### config.mk
export PLATFORM = sky130hd
export DESIGN_NAME = multi_stream_jkiss32_rng_unit
export DESIGN_NICKNAME = d
export VERILOG_FILES = /design/src/rtl/msjk_pkg.sv /design/src/rtl/msjk_ram.sv /design/src/rtl/msjk_step.sv /design/src/rtl/msjk_seed_mul.sv /design/src/rtl/multi_stream_jkiss32_rng_unit.sv
export SDC_FILE = /design/constraint.sdc
export NUM_CORES = 2
export LEC_CHECK = 0
export BUFFER_PORTS_ARGS = -buffer_cell sky130_fd_sc_hd__clkbuf_2
export CORE_MARGIN = 2
export CORE_UTILIZATION = 40
export CTS_CLUSTER_DIAMETER = 100
export CTS_CLUSTER_SIZE = 12
export DETAILED_ROUTE_END_ITERATION = 6
export HOLD_SLACK_MARGIN = 0.05
export PLACE_DENSITY_LB_ADDON = 0.2
export SYNTH_ARGS = -nofsm -noshare
export SYNTH_HDL_FRONTEND = slang
export SYNTH_SLANG_ARGS = --single-unit
### constraint.sdc
create_clock -name aclk -period 15 [get_ports aclk]
set_clock_uncertainty 0.15 [all_clocks]
set_input_delay 1.5 -clock aclk [delete_from_list [all_inputs] [get_ports aclk]]
set_output_delay 1.5 -clock aclk [all_outputs]
set_load 0.005 [all_outputs]
### src/rtl/msjk_pkg.sv
`timescale 1ns / 1ps
// ----------------------------------------------------------------------------
// Multi-stream JKISS32 generator package
// Shared types, command codes and constants for the generator block.
// ----------------------------------------------------------------------------
package msjk_pkg;

    localparam int STREAMS = 8;
    localparam int STREAM_AW = (STREAMS > 1) ? $clog2(STREAMS) : 1;

    localparam logic [31:0] WEYL_STEP = 32'd1411392427;
    localparam logic [31:0] SEED_MULT = 32'd1812433253;

    localparam logic       CMD_SEED = 1'b0;
    localparam logic       CMD_DRAW = 1'b1;

    localparam logic [2:0] SEED_FIRST = 3'd1;
    localparam logic [2:0] SEED_LAST  = 3'd4;

    typedef struct packed {
        logic [31:0] weyl;
        logic [31:0] xs;
        logic [31:0] prev;
        logic [31:0] cur;
        logic [31:0] carry;
    } msjk_state_t;

    localparam int STATE_W = $bits(msjk_state_t);

    typedef enum logic [2:0] {
        ST_IDLE,
        ST_READ,
        ST_STEP,
        ST_WORD,
        ST_SEED_MUL,
        ST_SEED_ADD,
        ST_WRITE,
        ST_FLUSH
    } msjk_fsm_t;

endpackage

### src/rtl/msjk_ram.sv
`timescale 1ns / 1ps
// ----------------------------------------------------------------------------
// Generic RAM
// Simple dual-port memory with one write port and a registered read port.
// ----------------------------------------------------------------------------
module msjk_ram #(
    parameter int WIDTH = 32,
    parameter int DEPTH = 8,
    parameter int AW    = (DEPTH > 1) ? $clog2(DEPTH) : 1
) (
    input  logic             aclk,
    input  logic             we,
    input  logic [AW-1:0]    waddr,
    input  logic [WIDTH-1:0] wdata,
    input  logic [AW-1:0]    raddr,
    output logic [WIDTH-1:0] rdata
);

    logic [WIDTH-1:0] mem [DEPTH];
    logic [WIDTH-1:0] rdata_reg;

    always_ff @(posedge aclk) begin
        if (we) begin
            mem[waddr] <= wdata;
        end
        rdata_reg <= mem[raddr];
    end

    assign rdata = rdata_reg;

endmodule

### src/rtl/msjk_step.sv
`timescale 1ns / 1ps
// ----------------------------------------------------------------------------
// JKISS32 step unit
// Advances one stream state by a single xorshift, add-with-carry and Weyl step.
// ----------------------------------------------------------------------------
module msjk_step (
    input  msjk_pkg::msjk_state_t st_in,
    output msjk_pkg::msjk_state_t st_out
);

    logic [31:0] x0;
    logic [31:0] x1;
    logic [31:0] x2;
    logic [31:0] sum;

    always_comb begin
        x0  = st_in.xs ^ (st_in.xs << 5);
        x1  = x0 ^ (x0 >> 7);
        x2  = x1 ^ (x1 << 22);
        sum = st_in.prev + st_in.cur + st_in.carry;

        st_out.xs    = x2;
        st_out.prev  = st_in.cur;
        st_out.carry = {31'd0, sum[31]};
        st_out.cur   = {1'b0, sum[30:0]};
        st_out.weyl  = st_in.weyl + msjk_pkg::WEYL_STEP;
    end

endmodule

### src/rtl/msjk_seed_mul.sv
`timescale 1ns / 1ps
// ----------------------------------------------------------------------------
// Seed multiplier
// Registered product of the seed multiplier and the folded previous word.
// ----------------------------------------------------------------------------
module msjk_seed_mul (
    input  logic        aclk,
    input  logic        en,
    input  logic [31:0] word_in,
    output logic [31:0] prod
);

    logic [31:0] folded;
    logic [31:0] prod_reg;
    logic [31:0] prod_next;

    always_comb begin
        folded    = word_in ^ (word_in >> 30);
        prod_next = en ? (msjk_pkg::SEED_MULT * folded) : prod_reg;
    end

    always_ff @(posedge aclk) begin
        prod_reg <= prod_next;
    end

    assign prod = prod_reg;

endmodule

### src/rtl/multi_stream_jkiss32_rng_unit.sv
`timescale 1ns / 1ps
// ----------------------------------------------------------------------------
// Multi-stream JKISS32 random generator
// Seeds and draws from independent JKISS32 streams held in one state RAM.
// ----------------------------------------------------------------------------
// A draw item runs a RAM read, then a step and a word state per draw, with a second
// draw in double mode, then write-back and output. A seed runs four multiply and add
// passes, each a multiply state and then an add state, followed by write-back.
// The next item is accepted only once the block has returned to idle.
// A result held off by m_tready stalls the block; s_tready is high only while idle.
// Reset clears the control state and double mode; stream words are undefined.
module multi_stream_jkiss32_rng_unit (
    input  logic        aclk,
    input  logic        aresetn,
    input  logic        s_tvalid,
    output logic        s_tready,
    input  logic [39:0] s_tdata,   // stream [2:0], seed_value [34:3], zero pad
    input  logic        s_tuser,   // command [0]
    output logic        m_tvalid,
    input  logic        m_tready,
    output logic [87:0] m_tdata,   // random_word [31:0], fraction [83:32], zero pad
    input  logic        cfg_valid,
    output logic        cfg_ready,
    input  logic        cfg_data
);

    msjk_pkg::msjk_fsm_t   state_reg, state_next;
    msjk_pkg::msjk_state_t wk_reg, wk_next;
    msjk_pkg::msjk_state_t step_out;

    logic [msjk_pkg::STREAM_AW-1:0] stream_reg, stream_next;
    logic [msjk_pkg::STREAM_AW-1:0] ram_raddr;
    logic [msjk_pkg::STATE_W-1:0]   ram_rdata;
    logic        ram_we;
    logic        cmd_reg, cmd_next;
    logic [2:0]  j_reg, j_next;
    logic        second_reg, second_next;
    logic [31:0] lo_reg, lo_next;
    logic [31:0] res_word_reg, res_word_next;
    logic [51:0] res_frac_reg, res_frac_next;
    logic        m_valid_reg, m_valid_next;
    logic [31:0] m_word_reg, m_word_next;
    logic [51:0] m_frac_reg, m_frac_next;
    logic        dbl_reg;
    logic        mul_en;
    logic [31:0] prod;
    logic [31:0] word;
    logic [63:0] pair;
    logic        in_range;
    logic [2:0]  s_stream;

    assign s_stream  = s_tdata[2:0];
    assign in_range  = 32'(s_stream) < 32'(msjk_pkg::STREAMS);
    assign ram_raddr = (state_reg == msjk_pkg::ST_IDLE)
                     ? msjk_pkg::STREAM_AW'(s_stream) : stream_reg;
    assign word      = wk_reg.weyl + wk_reg.xs + wk_reg.cur;
    assign pair      = {word, lo_reg};

    msjk_ram #(
        .WIDTH (msjk_pkg::STATE_W),
        .DEPTH (msjk_pkg::STREAMS)
    ) u_ram (
        .aclk  (aclk),
        .we    (ram_we),
        .waddr (stream_reg),
        .wdata (wk_reg),
        .raddr (ram_raddr),
        .rdata (ram_rdata)
    );

    msjk_step u_step (
        .st_in  (wk_reg),
        .st_out (step_out)
    );

    msjk_seed_mul u_mul (
        .aclk    (aclk),
        .en      (mul_en),
        .word_in (wk_reg.carry),
        .prod    (prod)
    );

    always_ff @(posedge aclk) begin
        if (!aresetn) begin
            state_reg   <= msjk_pkg::ST_IDLE;
            m_valid_reg <= 1'b0;
            dbl_reg     <= 1'b0;
        end else begin
            state_reg   <= state_next;
            m_valid_reg <= m_valid_next;
            if (cfg_valid) begin
                dbl_reg <= cfg_data;
            end
        end
        wk_reg       <= wk_next;
        stream_reg   <= stream_next;
        cmd_reg      <= cmd_next;
        j_reg        <= j_next;
        second_reg   <= second_next;
        lo_reg       <= lo_next;
        res_word_reg <= res_word_next;
        res_frac_reg <= res_frac_next;
        m_word_reg   <= m_word_next;
        m_frac_reg   <= m_frac_next;
    end

    always_comb begin
        state_next    = state_reg;
        wk_next       = wk_reg;
        stream_next   = stream_reg;
        cmd_next      = cmd_reg;
        j_next        = j_reg;
        second_next   = second_reg;
        lo_next       = lo_reg;
        res_word_next = res_word_reg;
        res_frac_next = res_frac_reg;
        m_valid_next  = m_valid_reg && !m_tready;
        m_word_next   = m_word_reg;
        m_frac_next   = m_frac_reg;
        s_tready      = 1'b0;
        ram_we        = 1'b0;
        mul_en        = 1'b0;

        unique case (state_reg)
            msjk_pkg::ST_IDLE: begin
                s_tready = 1'b1;
                if (s_tvalid && in_range) begin
                    cmd_next    = s_tuser;
                    stream_next = msjk_pkg::STREAM_AW'(s_stream);
                    second_next = 1'b0;
                    if (s_tuser == msjk_pkg::CMD_DRAW) begin
                        state_next = msjk_pkg::ST_READ;
                    end else begin
                        wk_next.carry = s_tdata[34:3];
                        j_next        = msjk_pkg::SEED_FIRST;
                        state_next    = msjk_pkg::ST_SEED_MUL;
                    end
                end
            end
            msjk_pkg::ST_READ: begin
                wk_next    = msjk_pkg::msjk_state_t'(ram_rdata);
                state_next = msjk_pkg::ST_STEP;
            end
            msjk_pkg::ST_STEP: begin
                wk_next    = step_out;
                state_next = msjk_pkg::ST_WORD;
            end
            msjk_pkg::ST_WORD: begin
                if (dbl_reg && !second_reg) begin
                    lo_next     = word;
                    second_next = 1'b1;
                    state_next  = msjk_pkg::ST_STEP;
                end else begin
                    res_word_next = word;
                    res_frac_next = dbl_reg ? pair[63:12] : {word, 20'd0};
                    state_next    = msjk_pkg::ST_WRITE;
                end
            end
            msjk_pkg::ST_SEED_MUL: begin
                mul_en     = 1'b1;
                state_next = msjk_pkg::ST_SEED_ADD;
            end
            msjk_pkg::ST_SEED_ADD: begin
                wk_next.weyl  = wk_reg.xs;
                wk_next.xs    = wk_reg.prev;
                wk_next.prev  = wk_reg.cur;
                wk_next.cur   = wk_reg.carry;
                wk_next.carry = prod + 32'(j_reg);
                if (j_reg == msjk_pkg::SEED_LAST) begin
                    state_next = msjk_pkg::ST_WRITE;
                end else begin
                    j_next     = j_reg + 3'd1;
                    state_next = msjk_pkg::ST_SEED_MUL;
                end
            end
            msjk_pkg::ST_WRITE: begin
                ram_we     = 1'b1;
                state_next = (cmd_reg == msjk_pkg::CMD_DRAW)
                           ? msjk_pkg::ST_FLUSH : msjk_pkg::ST_IDLE;
            end
            msjk_pkg::ST_FLUSH: begin
                if (!m_valid_reg || m_tready) begin
                    m_valid_next = 1'b1;
                    m_word_next  = res_word_reg;
                    m_frac_next  = res_frac_reg;
                    state_next   = msjk_pkg::ST_IDLE;
                end
            end
            default: begin
                state_next = msjk_pkg::ST_IDLE;
            end
        endcase
    end

    assign m_tvalid  = m_valid_reg;
    assign m_tdata   = {4'd0, m_frac_reg, m_word_reg};
    assign cfg_ready = 1'b1;

    a_read_then_step: assert property (@(posedge aclk) disable iff (!aresetn)
        state_reg == msjk_pkg::ST_READ |=> state_reg == msjk_pkg::ST_STEP)
        else $error("RAM read not followed by a step");

    a_single_frac: assert property (@(posedge aclk) disable iff (!aresetn)
        m_valid_reg && !dbl_reg |-> m_frac_reg[19:0] == 20'd0)
        else $error("Single-mode fraction has nonzero low bits");

    a_result_from_draw: assert property (@(posedge aclk) disable iff (!aresetn)
        $rose(m_valid_reg) |-> $past(state_reg) == msjk_pkg::ST_FLUSH
                            && $past(cmd_reg) == msjk_pkg::CMD_DRAW)
        else $error("Result item raised outside a draw");

    a_seed_index: assert property (@(posedge aclk) disable iff (!aresetn)
        state_reg == msjk_pkg::ST_SEED_MUL |-> j_reg >= msjk_pkg::SEED_FIRST
                                            && j_reg <= msjk_pkg::SEED_LAST)
        else $error("Seed index out of range");

    a_awc_31bit: assert property (@(posedge aclk) disable iff (!aresetn)
        state_reg == msjk_pkg::ST_STEP |=> !wk_reg.cur[31])
        else $error("Add-with-carry word exceeds 31 bits");

endmodule
==> reports/metrics.yaml <==
status: "completed"
max-slew-margin-rel_pct: 20.82
reg2reg_to: "u_mul.prod[31]"
firstDrtPassIters: 6
grtUsageTotal_pct: 19.49
fin_crit_sh_pct: 49.45
tns_ns: 0
grt_pass1_wl_um: 281100
grt_max_degree: 121
r2r_cells: 27
fin_util_pct: 44.91
r2r_slack_ns: 7.58
synth_cells: 4304
synth_common_cells: "edfxtp_1 (1604), mux4_2 (320), ha_1 (275)"
route.detailed.drc: 0
finalCriticalPeriod_ns: 7.417
drt_iter0_drc: 3721
endpoint: "u_mul.prod[31]"
tritoncts: "done"
die_y_um: 444.1
max_stage_delay_ns: 0.65
final_hold_viol_count: 0
grt_antenna_before_repair: 4
clock_latency_ns: 0.82
synth_warnings: 0
hold_path_class: "flop to flop"
nets: 5052
postCtsSetupRepairBufs: 0
rsz0062_at_grt: "no"
viasPerCell: 5.436
cts_sinks: 1769
startpoint: "wk_reg[31]"
area_growth_pct: 11.54
numPortBuffers: 127
crit_path_start_kind: "flop"
path_class: "flop to flop"
synth_cell_types: 68
drive_gt1_share_pct: 20.67
fp-row-count: 161
via_count: 39030
grt_pass1_vias: 40750
largest_reg_flops: 1280
coreArea_mm2: 0.1924
crit_required_ns: 15.42
worstSetupEndpointType: "flop"
cts_hold_buf: 0
path_clk_slew_ns: 0.07
finalMaxSlewViolations: 0
drv_cap: 0
synth_most_common_cell: "edfxtp_1"
drt_wl_total_um: 191500
start_util_pct: 40.26
drtAntennaViolNets: 0
synth_seq_cells: 1769
clockBufferDepth: 3
synth_top_cell_by_area: "edfxtp_1"
cts_buffers: 166
final-seq-area_mm2: 0.05147
gr-total-overflow: 0
crit_path_max_fanout: 12
cts-resized-gates: 0
worst_ep_arrival_time_ns: 7.84
h-tree-depth: 4
crit_slowest_cell: "edfxtp_1"
yosysTopAreaCellShare_pct: 62.18
synthTopCellsByArea: "edfxtp_1 (62%), mux4_2 (9.3%), fa_1 (5.5%)"
fin_ws_ns: 7.583
synth_ff_type: "edfxtp_1"
synth-edff-count: 1604
syn_area_mm2: 0.07746
die_x_um: 444.1
wl_per_cell_um: 26.67
reg2reg_from: "wk_reg[31]"
globalplace.congestion: 0.8113
io_pins: 138
preCtsSetupSlack_ns: 7.551
ys_seq_area_share_pct: 66.45
cts_root_buf: "clkbuf_16"
multi_input_area_mm2: 0.02429
setup-violations-final: 0
worst_slew_pin_slew_ns: 1.181
clock.fmax_mhz: 134.8
dp.final_hpwl_um: 113900
synthArstFlopShare_pct: 0
die-area_mm2: 0.1972
num-fill-cells: 16500
syn-mean-instance-area_um2: 18.00
-- worst max-delay path, delay by kind of cell, from the launching register on --
kind / cells / cell delay [ns]
flip-flops: 1 / 0.65
AND/OR/NAND/NOR: 1 / 0.29
XOR/XNOR: 3 / 0.79
buffers and inverters: 6 / 0.60
AO/OA/AOI/OAI: 8 / 1.47
adder cells (fa/ha/maj): 9 / 3.25
-- kinds of logic (layout without fill, tap and decap cells) --
| group | Yosys count | count (layout) | synth area share, % |
|---|---|---|---|
| compound gates | 508 | 508 | 4.300 |
| other cells | 2 | 6 | 0.009696 |
| mux | 518 | 518 | 12.17 |
| xor+xnor | 231 | 231 | 2.612 |
| fa+ha+maj | 486 | 486 | 9.895 |
| flops | 1769 | 1769 | 66.45 |
| buf+inv | 450 | 796 | 2.410 |
| simple gates | 340 | 340 | 2.150 |
-- layout make-up --
class / instances / area share (%)
repair buffers: 230 / 1.689
well taps: 2526 / 3.658
flip-flops and latches: 1769 / 59.58
clock inverters: 17 / 0.4548
inverters: 264 / 1.153
multi-input cells: 2088 / 28.12
diodes: 1 / 0.002897
clock buffers: 285 / 5.350
-- worst min-delay path by stage --
stage                     cells after the start        endpoint  slack (ns)             start
after floorplan                               0   m_frac_reg[0]        0.25   res_frac_reg[0]
after global placement                        0   m_frac_reg[0]        0.26   res_frac_reg[0]
after detailed placement                      0   m_frac_reg[2]        0.25   res_frac_reg[2]
after CTS                                     0   m_frac_reg[2]        0.27   res_frac_reg[2]
after global routing                          0  m_frac_reg[15]        0.27  res_frac_reg[15]
final                                         0   m_word_reg[3]        0.27  res_frac_reg[23]
-- stage by stage --
step	instances	cell area, um2	hold WS, ns
after floorplan	4307	77470	0.2503
after global placement	6877	81380	0.2568
after detailed placement	6877	81380	0.2545
after CTS	7179	86390	0.2676
after global routing	7180	86390	0.2682
final	7180	86390	0.2670
-- cell usage in the layout, fill, tap and decap left out, types with 15 or more instances in the layout --
cell / Yosys / final
nand2_1: 75 / 75
o21ai_0: 148 / 148
nor2_1: 104 / 95
mux2_2: 193 / 193
buf_4: 37 / 99
a21oi_1: 78 / 77
clkbuf_16: 0 / 167
nand3_1: 26 / 26
a221oi_1: 29 / 29
clkbuf_2: 0 / 127
xor2_1: 76 / 76
clkbuf_1: 109 / 118
and2_1: 24 / 24
edfxtp_1: 1604 / 1604
a22oi_1: 81 / 81
o21bai_1: 18 / 18
nor3_1: 20 / 17
nand2b_1: 20 / 19
dfxtp_1: 165 / 165
a211oi_1: 22 / 22
a21o_1: 33 / 33
ha_1: 275 / 275
and3_1: 15 / 15
xnor2_1: 155 / 155
fa_1: 211 / 211
inv_1: 264 / 263
mux4_2: 320 / 320
-- routing by layer --
metal / share of wire (%) / track usage, % / vias to the layer above
met2: 49 / 32.41 / 930
li1: - / - / 17080
met1: 44 / 27.28 / 20810
met3: 4.6 / 2.606 / 210
met4: 2.0 / 4.670 / 2
met5: 0.0068 / 0 / -
Power is not shown: default switching activity piles up to over one toggle a cycle in this logic, so the estimate is an artifact.
